--- config.mk ---
export PLATFORM = sky130hd
export DESIGN_NAME = least_loaded_server_registry_unit
export DESIGN_NICKNAME = d
export VERILOG_FILES = /design/src/rtl/llsr_pkg.sv /design/src/rtl/least_loaded_server_registry_unit.sv /design/src/rtl/llsr_ctrl.sv /design/src/rtl/llsr_table.sv
export SDC_FILE = /design/constraint.sdc
export NUM_CORES = 2
export LEC_CHECK = 0
export BUFFER_PORTS_ARGS = -buffer_cell sky130_fd_sc_hd__buf_2
export CAP_MARGIN = 20
export CORE_UTILIZATION = 50
export CTS_CLUSTER_SIZE = 30
export DETAILED_ROUTE_END_ITERATION = 16
export HOLD_SLACK_MARGIN = 0.03
export MAX_ROUTING_LAYER = met4
export PLACE_DENSITY_LB_ADDON = 0.05
export SLEW_MARGIN = 10
export SYNTH_ARGS = -nofsm -noshare
export SYNTH_HDL_FRONTEND = slang
export SYNTH_SLANG_ARGS = --single-unit
--- constraint.sdc ---
create_clock -name clk_i -period 21.2 [get_ports clk_i]
set_input_delay 4.24 -clock clk_i [delete_from_list [all_inputs] [get_ports clk_i]]
set_output_delay 4.24 -clock clk_i [all_outputs]
set_load 0.005 [all_outputs]
--- src/rtl/llsr_pkg.sv ---
package llsr_pkg;

  localparam int ActW  = 3;
  localparam int AddrW = 32;
  localparam int PortW = 16;
  localparam int LoadW = 16;
  localparam int StatW = 2;
  localparam int RemW  = 5;

  localparam logic [LoadW-1:0] LoadMax = '1;

  typedef enum logic [ActW-1:0] {
    ACT_REGISTER   = 3'd0,
    ACT_HEARTBEAT  = 3'd1,
    ACT_DEREGISTER = 3'd2,
    ACT_LOAD_UP    = 3'd3,
    ACT_LOAD_DOWN  = 3'd4,
    ACT_SWEEP      = 3'd5,
    ACT_PICK       = 3'd6
  } action_e;

  typedef enum logic [StatW-1:0] {
    STAT_OK    = 2'd0,
    STAT_FIRST = 2'd1,
    STAT_FAIL  = 2'd2,
    STAT_FULL  = 2'd3
  } status_e;

  typedef enum logic [2:0] {
    ST_IDLE,
    ST_LOOKUP,
    ST_EXEC,
    ST_SWEEP,
    ST_MIN,
    ST_PSEL,
    ST_PREAD,
    ST_RESP
  } state_e;

  typedef struct packed {
    logic latch;
    logic match;
    logic exec;
    logic sw_start;
    logic sw_step;
    logic sw_finish;
    logic min_start;
    logic min_step;
    logic pick_sel;
    logic pick_read;
    logic publish;
  } llsr_cmd_t;

  typedef struct packed {
    action_e action;
    logic    count_zero;
    logic    scan_done;
  } llsr_stat_t;

endpackage

--- src/rtl/least_loaded_server_registry_unit.sv ---
// Channel  Handshake               Word
// in       in_valid_i / in_ready_o  action_i, server_address_i, server_port_i
// out      out_valid_o / out_ready_i status_o, picked_address_o, picked_port_o,
//                                   removed_count_o
//
// One action at a time. Register, heartbeat, deregister, load up/down and
// unknown codes pass lookup, exec and response; a sweep scans the table; a
// pick scans for the minimum load, then selects and reads the entry, or takes
// exec on an empty table. Both scans walk one table entry per cycle.
// The result sits in an output register; a stalled output holds the next
// action in its final state until the register frees up.
// Reset (rst_ni, async low) empties the table; no clearing pass.
module least_loaded_server_registry_unit #(
  parameter int MAX_SERVERS = 16
) (
  input  logic                        clk_i,
  input  logic                        rst_ni,
  input  logic                        in_valid_i,
  output logic                        in_ready_o,
  input  logic [llsr_pkg::ActW-1:0]   action_i,
  input  logic [llsr_pkg::AddrW-1:0]  server_address_i,
  input  logic [llsr_pkg::PortW-1:0]  server_port_i,
  output logic                        out_valid_o,
  input  logic                        out_ready_i,
  output logic [llsr_pkg::StatW-1:0]  status_o,
  output logic [llsr_pkg::AddrW-1:0]  picked_address_o,
  output logic [llsr_pkg::PortW-1:0]  picked_port_o,
  output logic [llsr_pkg::RemW-1:0]   removed_count_o
);
  import llsr_pkg::*;

  llsr_cmd_t  cmd;
  llsr_stat_t stat;

  llsr_ctrl u_ctrl (
    .clk_i       (clk_i),
    .rst_ni      (rst_ni),
    .in_valid_i  (in_valid_i),
    .in_ready_o  (in_ready_o),
    .out_valid_o (out_valid_o),
    .out_ready_i (out_ready_i),
    .stat_i      (stat),
    .cmd_o       (cmd)
  );

  llsr_table #(
    .MAX_SERVERS (MAX_SERVERS)
  ) u_table (
    .clk_i            (clk_i),
    .rst_ni           (rst_ni),
    .cmd_i            (cmd),
    .stat_o           (stat),
    .action_i         (action_i),
    .server_address_i (server_address_i),
    .server_port_i    (server_port_i),
    .status_o         (status_o),
    .picked_address_o (picked_address_o),
    .picked_port_o    (picked_port_o),
    .removed_count_o  (removed_count_o)
  );

endmodule

--- src/rtl/llsr_ctrl.sv ---
module llsr_ctrl (
  input  logic               clk_i,
  input  logic               rst_ni,
  input  logic               in_valid_i,
  output logic               in_ready_o,
  output logic               out_valid_o,
  input  logic               out_ready_i,
  input  llsr_pkg::llsr_stat_t stat_i,
  output llsr_pkg::llsr_cmd_t  cmd_o
);
  import llsr_pkg::*;

  state_e state_q, state_d;
  logic   out_valid_q;
  logic   out_free;

  assign out_free = !out_valid_q || out_ready_i;

  always_comb begin
    state_d = state_q;
    case (state_q)
      ST_IDLE: begin
        if (in_valid_i) state_d = ST_LOOKUP;
      end
      ST_LOOKUP: begin
        case (stat_i.action)
          ACT_SWEEP: state_d = ST_SWEEP;
          ACT_PICK:  state_d = stat_i.count_zero ? ST_EXEC : ST_MIN;
          default:   state_d = ST_EXEC;
        endcase
      end
      ST_EXEC:  state_d = ST_RESP;
      ST_SWEEP: begin
        if (stat_i.scan_done) state_d = ST_RESP;
      end
      ST_MIN: begin
        if (stat_i.scan_done) state_d = ST_PSEL;
      end
      ST_PSEL:  state_d = ST_PREAD;
      ST_PREAD: state_d = ST_RESP;
      ST_RESP: begin
        if (out_free) state_d = ST_IDLE;
      end
      default:  state_d = ST_IDLE;
    endcase
  end

  always_comb begin
    cmd_o = '0;
    case (state_q)
      ST_IDLE:   cmd_o.latch = in_valid_i;
      ST_LOOKUP: begin
        cmd_o.match     = 1'b1;
        cmd_o.sw_start  = (stat_i.action == ACT_SWEEP);
        cmd_o.min_start = (stat_i.action == ACT_PICK) && !stat_i.count_zero;
      end
      ST_EXEC:   cmd_o.exec = 1'b1;
      ST_SWEEP: begin
        cmd_o.sw_finish = stat_i.scan_done;
        cmd_o.sw_step   = !stat_i.scan_done;
      end
      ST_MIN:    cmd_o.min_step = !stat_i.scan_done;
      ST_PSEL:   cmd_o.pick_sel = 1'b1;
      ST_PREAD:  cmd_o.pick_read = 1'b1;
      ST_RESP:   cmd_o.publish = out_free;
      default:   cmd_o = '0;
    endcase
  end

  always_ff @(posedge clk_i or negedge rst_ni) begin
    if (!rst_ni) begin
      state_q     <= ST_IDLE;
      out_valid_q <= 1'b0;
    end else begin
      state_q <= state_d;
      if (cmd_o.publish) begin
        out_valid_q <= 1'b1;
      end else if (out_ready_i) begin
        out_valid_q <= 1'b0;
      end
    end
  end

  assign in_ready_o  = (state_q == ST_IDLE);
  assign out_valid_o = out_valid_q;

endmodule

--- src/rtl/llsr_table.sv ---
module llsr_table #(
  parameter int MAX_SERVERS = 16
) (
  input  logic                        clk_i,
  input  logic                        rst_ni,
  input  llsr_pkg::llsr_cmd_t         cmd_i,
  output llsr_pkg::llsr_stat_t        stat_o,
  input  logic [llsr_pkg::ActW-1:0]   action_i,
  input  logic [llsr_pkg::AddrW-1:0]  server_address_i,
  input  logic [llsr_pkg::PortW-1:0]  server_port_i,
  output logic [llsr_pkg::StatW-1:0]  status_o,
  output logic [llsr_pkg::AddrW-1:0]  picked_address_o,
  output logic [llsr_pkg::PortW-1:0]  picked_port_o,
  output logic [llsr_pkg::RemW-1:0]   removed_count_o
);
  import llsr_pkg::*;

  localparam int IdxW = $clog2(MAX_SERVERS);
  localparam int CntW = $clog2(MAX_SERVERS + 1);

  // latched request word
  action_e          act_q;
  logic [AddrW-1:0] addr_q;
  logic [PortW-1:0] port_q;

  // server table, valid entries form a prefix of length cnt_q
  logic [AddrW-1:0] ent_addr_q  [MAX_SERVERS];
  logic [PortW-1:0] ent_port_q  [MAX_SERVERS];
  logic [LoadW-1:0] ent_load_q  [MAX_SERVERS];
  logic             ent_alive_q [MAX_SERVERS];

  logic [CntW-1:0]  cnt_q;
  logic             hit_q;
  logic [IdxW-1:0]  hit_idx_q;
  logic [CntW-1:0]  scan_q;
  logic [CntW-1:0]  removed_q;
  logic [LoadW-1:0] min_q;

  status_e          res_status_q;
  logic [AddrW-1:0] res_addr_q;
  logic [PortW-1:0] res_port_q;
  logic [RemW-1:0]  res_removed_q;

  status_e          out_status_q;
  logic [AddrW-1:0] out_addr_q;
  logic [PortW-1:0] out_port_q;
  logic [RemW-1:0]  out_removed_q;

  logic [MAX_SERVERS-1:0] cam_vec;
  logic                   cam_hit;
  logic [IdxW-1:0]        cam_idx;

  logic [IdxW-1:0]  scan_idx;
  logic             scan_alive;
  logic             scan_done;
  logic             cnt_full;
  logic [LoadW-1:0] hit_load;
  logic             reg_ok;
  logic             shift_en;
  logic [IdxW-1:0]  shift_idx;
  status_e          exec_status;

  assign scan_idx   = scan_q[IdxW-1:0];
  assign scan_alive = ent_alive_q[scan_idx];
  assign scan_done  = (scan_q >= cnt_q);
  assign cnt_full   = (cnt_q == CntW'(MAX_SERVERS));
  assign hit_load   = ent_load_q[hit_idx_q];
  assign reg_ok     = cmd_i.exec && (act_q == ACT_REGISTER) && !hit_q && !cnt_full;
  assign shift_en   = (cmd_i.exec && (act_q == ACT_DEREGISTER) && hit_q) ||
                      (cmd_i.sw_step && !scan_alive);
  assign shift_idx  = cmd_i.exec ? hit_idx_q : scan_idx;

  assign stat_o.action     = act_q;
  assign stat_o.count_zero = (cnt_q == '0);
  assign stat_o.scan_done  = scan_done;

  // per-entry compare, first match wins
  always_comb begin
    cam_vec = '0;
    for (int j = 0; j < MAX_SERVERS; j++) begin
      if (cmd_i.pick_sel) begin
        cam_vec[j] = (CntW'(j) < cnt_q) && ent_alive_q[j] && (ent_load_q[j] == min_q);
      end else begin
        cam_vec[j] = (CntW'(j) < cnt_q) && (ent_addr_q[j] == addr_q) &&
                     (ent_port_q[j] == port_q);
      end
    end
    cam_hit = |cam_vec;
    cam_idx = '0;
    for (int j = MAX_SERVERS - 1; j >= 0; j--) begin
      if (cam_vec[j]) cam_idx = IdxW'(j);
    end
  end

  always_comb begin
    case (act_q)
      ACT_REGISTER: begin
        if (hit_q) begin
          exec_status = STAT_FAIL;
        end else if (cnt_full) begin
          exec_status = STAT_FULL;
        end else if (cnt_q == '0) begin
          exec_status = STAT_FIRST;
        end else begin
          exec_status = STAT_OK;
        end
      end
      ACT_HEARTBEAT, ACT_DEREGISTER, ACT_LOAD_UP, ACT_LOAD_DOWN: begin
        exec_status = hit_q ? STAT_OK : STAT_FAIL;
      end
      default: exec_status = STAT_FAIL;
    endcase
  end

  always_ff @(posedge clk_i or negedge rst_ni) begin
    if (!rst_ni) begin
      cnt_q     <= '0;
      hit_q     <= 1'b0;
      hit_idx_q <= '0;
      scan_q    <= '0;
      removed_q <= '0;
    end else begin
      if (cmd_i.match || cmd_i.pick_sel) begin
        hit_q     <= cam_hit;
        hit_idx_q <= cam_idx;
      end
      if (reg_ok) begin
        cnt_q <= cnt_q + CntW'(1);
      end else if (shift_en) begin
        cnt_q <= cnt_q - CntW'(1);
      end
      if (cmd_i.sw_start) begin
        scan_q    <= '0;
        removed_q <= '0;
      end
      if (cmd_i.min_start) scan_q <= CntW'(1);
      if (cmd_i.sw_step) begin
        if (!scan_alive) begin
          removed_q <= removed_q + CntW'(1);
        end else begin
          scan_q <= scan_q + CntW'(1);
        end
      end
      if (cmd_i.min_step) scan_q <= scan_q + CntW'(1);
    end
  end

  always_ff @(posedge clk_i) begin
    if (cmd_i.latch) begin
      act_q  <= action_e'(action_i);
      addr_q <= server_address_i;
      port_q <= server_port_i;
    end
    if (cmd_i.min_start) min_q <= ent_load_q[0];
    if (cmd_i.min_step && (ent_load_q[scan_idx] < min_q)) min_q <= ent_load_q[scan_idx];

    if (cmd_i.exec) begin
      res_status_q  <= exec_status;
      res_addr_q    <= '0;
      res_port_q    <= '0;
      res_removed_q <= '0;
    end
    if (cmd_i.sw_finish) begin
      res_status_q  <= (removed_q != '0) ? STAT_OK : STAT_FAIL;
      res_addr_q    <= '0;
      res_port_q    <= '0;
      res_removed_q <= RemW'(removed_q);
    end
    if (cmd_i.pick_read) begin
      res_status_q  <= hit_q ? STAT_OK : STAT_FAIL;
      res_addr_q    <= hit_q ? ent_addr_q[hit_idx_q] : '0;
      res_port_q    <= hit_q ? ent_port_q[hit_idx_q] : '0;
      res_removed_q <= '0;
    end
    if (cmd_i.publish) begin
      out_status_q  <= res_status_q;
      out_addr_q    <= res_addr_q;
      out_port_q    <= res_port_q;
      out_removed_q <= res_removed_q;
    end

    // close the gap at shift_idx
    if (shift_en) begin
      for (int j = 0; j < MAX_SERVERS - 1; j++) begin
        if (IdxW'(j) >= shift_idx) begin
          ent_addr_q[j]  <= ent_addr_q[j+1];
          ent_port_q[j]  <= ent_port_q[j+1];
          ent_load_q[j]  <= ent_load_q[j+1];
          ent_alive_q[j] <= ent_alive_q[j+1];
        end
      end
    end
    if (reg_ok) begin
      ent_addr_q[cnt_q[IdxW-1:0]]  <= addr_q;
      ent_port_q[cnt_q[IdxW-1:0]]  <= port_q;
      ent_load_q[cnt_q[IdxW-1:0]]  <= '0;
      ent_alive_q[cnt_q[IdxW-1:0]] <= 1'b1;
    end
    if (cmd_i.exec && hit_q) begin
      case (act_q)
        ACT_HEARTBEAT: ent_alive_q[hit_idx_q] <= 1'b1;
        ACT_LOAD_UP: begin
          if (hit_load != LoadMax) ent_load_q[hit_idx_q] <= hit_load + LoadW'(1);
        end
        ACT_LOAD_DOWN: begin
          if (hit_load != '0) ent_load_q[hit_idx_q] <= hit_load - LoadW'(1);
        end
        default: ;
      endcase
    end
    if (cmd_i.sw_step && scan_alive) ent_alive_q[scan_idx] <= 1'b0;
  end

  assign status_o         = out_status_q;
  assign picked_address_o = out_addr_q;
  assign picked_port_o    = out_port_q;
  assign removed_count_o  = out_removed_q;

endmodule

Word level (Yosys, flattened, before mapping)
Memory sizes are Yosys's and may differ from the RTL's.
Cells that the tools add are included.
Cells by class
  reductions and logical operators: 104
  bitwise logic cells: 1
  equality and inequality tests: 67
  muxes and demuxes: 165
  add/subtract/negate cells: 6
  magnitude comparators: 33
Operators by type and width (count)
  16-bit == test: 32
  32-bit == test: 16
  16-bit two-way mux: 10
  32-bit two-way mux: 5
  1-bit two-way mux: 98
  4-bit two-way mux: 24
  1-bit logical AND: 74
  16-bit OR reduction: 4
  5-bit two-way mux: 12
  4-bit by 5-bit less-than comparator with 1-bit output (first input constant): 8
  32-bit OR reduction: 1
  4-bit >= comparator (first input constant): 7
  3-bit == test (second input constant): 7
  3-bit one-hot mux with 7 select lines: 1
  3-bit by 5-bit less-than comparator with 1-bit output (first input constant): 4
  16-bit by 1-bit adder with 16-bit output (second input constant): 1
  3-bit by 4-bit >= comparator with 1-bit output (first input constant): 4
  16-bit less-than comparator: 1
  2-bit two-way mux: 8
  16-bit != test (second input constant): 1
  16-bit nonzero test: 1
  16-bit by 1-bit subtractor with 16-bit output (second input constant): 1
  5-bit by 1-bit adder with 5-bit output (second input constant): 3
  3-bit two-way mux: 5
  25 further kinds: 48
Word-level totals
  output and inout bits: 57
  memories: 4
  logic and storage cells: 399
  memory bits (writable): 1040
  register bits after elaboration: 201
Memory list
  u_table.ent_addr_q: words 16, bits a word 32, read ports 17, clocked after Yosys merged registers in 0, write ports 15, line llsr_table.sv:27  | logic [AddrW-1:0] ent_addr_q [MAX_SERVERS];
  u_table.ent_load_q: words 16, bits a word 16, read ports 18, clocked after Yosys merged registers in 0, write ports 15, line llsr_table.sv:29  | logic [LoadW-1:0] ent_load_q [MAX_SERVERS];
  u_table.ent_port_q: words 16, bits a word 16, read ports 17, clocked after Yosys merged registers in 0, write ports 15, line llsr_table.sv:28  | logic [PortW-1:0] ent_port_q [MAX_SERVERS];
  u_table.ent_alive_q: words 16, bits a word 1, read ports 17, clocked after Yosys merged registers in 0, write ports 15, line llsr_table.sv:30  | logic ent_alive_q [MAX_SERVERS];

Logic depth before layout (Yosys ltp)
An unclocked memory read counts as a cell.
  depth after elaboration: 21
  depth in mapped cells: 22

Hierarchy
Synthesis repeated with hierarchy kept, for this count alone.
Unflattened totals
  cells, all modules: 5721
  area, all modules: 73524.3 µm²
By module, submodules not included
  llsr_table: cells an instance 5681, seq. area each 36835.3 µm², instances 1, area each 73188.9 µm²
  llsr_ctrl: cells an instance 40, seq. area each 100.1 µm², instances 1, area each 335.3 µm²

Least setup slack after synthesis
Ideal clock, no wire load.
  path kind: reg-to-reg
  start point: register u_table.scan_q[0]
  end point: memory u_table.ent_addr_q[2][0], enable pin
  setup time: 0.520 ns
  stages on the path, launching flop included: 16
  data arrival time: 7.130 ns
  setup slack: 13.550 ns
  path buffers: 3
  clock period less this slack: 7.650 ns
  cells stage by stage: dfrtp_1 buf_2 clkbuf_1 buf_1 inv_1 ha_1 nand2b_1 a21o_1 a21o_1 a21oi_1 o21ai_0 nor3_1 a21o_1 and2_1 nand2_1 o21ai_0
RTL lines
  from (decl): line llsr_table.sv:35  | logic [CntW-1:0] scan_q;
  from (signal assigned): line llsr_table.sv:136  | if (cmd_i.min_start) scan_q <= CntW'(1);
  from (signal assigned): line llsr_table.sv:141  | scan_q <= scan_q + CntW'(1);
  from (signal assigned): line llsr_table.sv:144  | if (cmd_i.min_step) scan_q <= scan_q + CntW'(1);
  to (decl): line llsr_table.sv:27

==> metrics.log <==
INFO  metric yosys.area.top_type_share = 48.9%
INFO  metric detail_route.wirelength.met1 = 124000 um
INFO  metric clock_sinks = 1241
INFO  metric p_leak = 26.2 nW
INFO  metric synth_top_cells_by_count = 1212 x edfxtp_1, 903 x mux2_2, 639 x xnor2_1, 405 x xor2_1, 389 x mux4_2
INFO  metric skew = 0.0513 ns
INFO  metric drt_first_pass_iters = 6
INFO  metric dpl.hpwl = 211000 um
INFO  metric globalplace.congestion = 1.01
INFO  metric remaining_drc_errors = 0
INFO  metric setup_viol = 0
INFO  metric slew_violations = 0
INFO  metric grt_use_total = 38.8%
INFO  metric ios = 112
INFO  metric drtAntennaViolNets = 0
INFO  metric routed_wire_length_per_instance = 39.6 um
INFO  metric route.final.wire_length = 285000 um
INFO  metric placedInstanceArea = 76900 um2
INFO  metric port_buffers = 111
INFO  metric first_iter_violations = 7282
INFO  metric crit_path_max_fanout = 37
INFO  metric worst_setup_hold_path_clk_slew = 0.06 ns
INFO  metric met2RoutedLength = 118000 um
INFO  metric cp-start-kind = register
INFO  metric grt_overflow = 0
INFO  metric die-area = 150000 um2
INFO  metric worstRegToRegCells = 18
INFO  metric post-place-ws = 13.49 ns
INFO  metric cts.htree.levels = 4
INFO  metric placement_rows = 141
INFO  metric worst_path_dominant_cell_family = compound AO/OA/AOI/OAI gates
INFO  metric final.min_clock_period = 7.68 ns
INFO  metric bufs_on_longest_clock_path = 3
INFO  metric max_used_layer = met4
INFO  metric postCtsHoldBufs = 0
INFO  metric critPathLaunch = u_table.hit_idx_q[0]
INFO  metric design_area = 81600 um2
INFO  metric cts_inserted_buffers = 147
INFO  metric grt_pass1_wl = 389000 um
INFO  metric timing.reg2reg.setup_slack = 13.52 ns
INFO  metric power_per_cell_area = 103 nW/um2
INFO  metric met3RoutedLength = 35000 um
INFO  metric nNetsFinal = 5255
INFO  metric floorplan.core_area = 148000 um2
INFO  metric synth_area_per_cell = 14.3 um2
INFO  metric worstReg2RegStart = u_table.hit_idx_q[0]
INFO  metric routed-via-count = 48800
INFO  metric final_min_period_over_clock_period = 36.2%
INFO  metric clock_tree_from_tritoncts = built
INFO  metric ys_seq_elements = 1241
INFO  metric post_synth_inst_count = 5201
INFO  metric post_synth_num_cell_types = 75
INFO  metric critPathKind = reg2reg
INFO  metric hold_path.class = reg2reg
INFO  metric finalHoldViolCount = 0
INFO  metric final_layout_worst_hold_slack = 0.417 ns
INFO  metric antenna_found_initial = 30
INFO  metric arrival = 8.35 ns
INFO  metric synth_flop_cell = edfxtp_1
INFO  metric cp_data_required_time = 21.86 ns
INFO  metric layout-area-overhead-vs-synth = 9.69%
INFO  metric chipWidth = 388 um
INFO  metric setup.worst_path.end_class = register
INFO  metric synth_top_cell_by_area = edfxtp_1
INFO  metric tns = 0 ns
INFO  metric worstSetupPathDepth = 18
INFO  metric timing.critical_path.to = u_table.ent_load_q[6][12]
INFO  metric fp.dieH = 388 um
INFO  metric yosys_warnings = 0
INFO  metric layoutNonFillerInstCount = 7201
INFO  metric crit_chain = mux4_2 > a22oi_1 > nand2_1 > nor4_1 > nand4_1 > nand2_1 > inv_1 > fa_1 > a21o_1 > a21o_1 > a21oi_1 > o21ai_0 > a31oi_1 > nor2_1 > a21oi_1 > xor2_1 > nor2_1 > mux2_2
INFO  metric synth.most_common_cell = edfxtp_1
INFO  metric status = finished, final reports clean
INFO  metric synth_edf_count = 1212
INFO  metric starting_utilization_of_the_core_area = 50.4%
INFO  metric max_freq = 0.130 GHz
INFO  metric max_cap_viol_count = 0
INFO  metric clk_latency = 0.81 ns
INFO  metric reg2reg_to = u_table.ent_load_q[6][12]
INFO  metric register_area_share_after_synthesis = 49.8%
INFO  metric maxSlewHeadroom = 21.0%
INFO  metric irDropWorstVdd = 0.0000780 V
INFO  metric number_of_resized_instances_in_the_post_cts_repair_step = 0
INFO  metric placed_cells_incl_taps = 6927
INFO  metric worst-path-buf-inv = 1
INFO  metric setup_slack_of_the_critical_path_after_layout = 13.52 ns
INFO  metric postCtsSetupBuffers = 0
INFO  metric post_route_cells_drive_above_1_share = 35.1%
INFO  metric post_synth_main_area_contributors = edfxtp_1 49%, mux2_2 14%, mux4_2 12%
INFO  metric tightest_slew = 1.19 ns
INFO  metric synthArstFlopShare = 1.93%
INFO  metric slowest_delay = 0.96 ns
INFO  metric rsz0062_at_grt = false
INFO  metric viasPerCell = 6.78
INFO  metric root_buffer = clkbuf_16
INFO  metric netlist_area_before_placement = 74400 um2
INFO  metric synth_nets = 5298
INFO  metric vias_in_the_first_global_route = 46500
INFO  metric critPathSlowestCell = dfrtp_4
INFO  metric maximum_number_of_pins_on_one_net_before_global_route_repair = 114
## worst reg2reg max path, cell delays in order, from the launching register on
cell,delay [ns]
dfrtp_4,0.96
mux4_2,0.68
a22oi_1,0.90
nand2_1,0.33
nor4_1,0.52
nand4_1,0.15
nand2_1,0.18
inv_1,0.38
fa_1,0.62
a21o_1,0.18
a21o_1,0.19
a21oi_1,0.29
o21ai_0,0.25
a31oi_1,0.39
nor2_1,0.10
a21oi_1,0.20
xor2_1,0.11
nor2_1,0.83
mux2_2,0.31
## report_power, final
| part | internal [W] | leakage (nW) | switching [W] |
|---|---|---|---|
| logic | 0.000848 | 12.6 | 0.00146 |
| registers | 0.00328 | 11.4 | 0.000403 |
| clock network | 0.00135 | 2.19 | 0.00111 |
| total | 0.00548 | 26.2 | 0.00297 |
## stage by stage
| step | power, W | util (%) |
|---|---|---|
| final | 0.00845 | 55.3 |
| after global placement | 0.00593 | 52.0 |
| after floorplan | 0.00489 | - |
| after CTS | 0.00839 | 55.2 |
| after global routing | 0.00867 | 55.3 |
| after detailed placement | 0.00595 | 52.1 |
## routing by layer
layer,vias up,GRT usage (%)
li1,19900,-
met1,25800,56.8
met2,2803,51.8
met3,302,11.5
met4,0,10.6
met5,-,-
## layout make-up
type                            instances  area, um2
Clock inverter                         68        678
Antenna cell                            7       17.5
Multi-Input combinational cell       3450      35400
Clock buffer                          187       3870
Fill cell                           12100      66000
Timing Repair Buffer                  278       1960
Inverter                               40        150
Sequential cell                      1241      37100
Tap cell                             1930       2410
## registers in the layout (all words and copies together) (netlist names), 16 cells and up
signal,count
u_table.ent_addr_q,512
u_table.res_addr_q,32
u_table.port_q,16
u_table.ent_alive_q,16
u_table.picked_address_o,32
u_table.picked_port_o,16
u_table.addr_q,32
u_table.ent_load_q,256
u_table.ent_port_q,256
u_table.res_port_q,16
u_table.min_q,16
## kinds of logic after synthesis
logic type | Yosys count | synth area share [%]
XOR/XNOR | 1044 | 12.3
flip-flops | 1241 | 49.8
AO/OA/AOI/OAI | 248 | 2.43
AND/OR/NAND/NOR | 757 | 5.47
multiplexers | 1359 | 26.5
adder cells (fa/ha/maj) | 42 | 0.716
buffers and inverters | 510 | 2.76
## cell usage in the layout, fill, tap and decap left out, types with 50 or more instances in the layout
| cell type | count |
|---|---|
| nor3_1 | 50 |
| edfxtp_1 | 1212 |
| nor4_1 | 128 |
| clkbuf_16 | 148 |
| mux4_2 | 389 |
| nor2b_1 | 60 |
| xnor2_1 | 639 |
| buf_2 | 111 |
| xor2_1 | 405 |
| nor2_1 | 79 |
| mux2_2 | 903 |
| nand3_1 | 54 |
| buf_4 | 154 |
| nand2_1 | 111 |
| nand4_1 | 188 |
| a21oi_1 | 51 |
## worst min-delay path by stage
| stage | from | end | slack (ns) | cells after the start |
|---|---|---|---|---|
| final | u_table.res_addr_q[25] | u_table.picked_address_o[25] | 0.42 | 0 |
| after detailed placement | u_table.res_addr_q[25] | u_table.picked_address_o[25] | 0.40 | 0 |
| after global placement | u_table.res_addr_q[30] | u_table.picked_address_o[30] | 0.40 | 0 |
| after CTS | u_table.res_addr_q[19] | u_table.picked_address_o[19] | 0.41 | 0 |
| after global routing | u_table.res_addr_q[19] | u_table.picked_address_o[19] | 0.41 | 0 |
| after floorplan | u_table.res_addr_q[0] | u_table.picked_address_o[0] | 0.40 | 0 |
No activity file was read; power rests on OpenSTA's default activity.
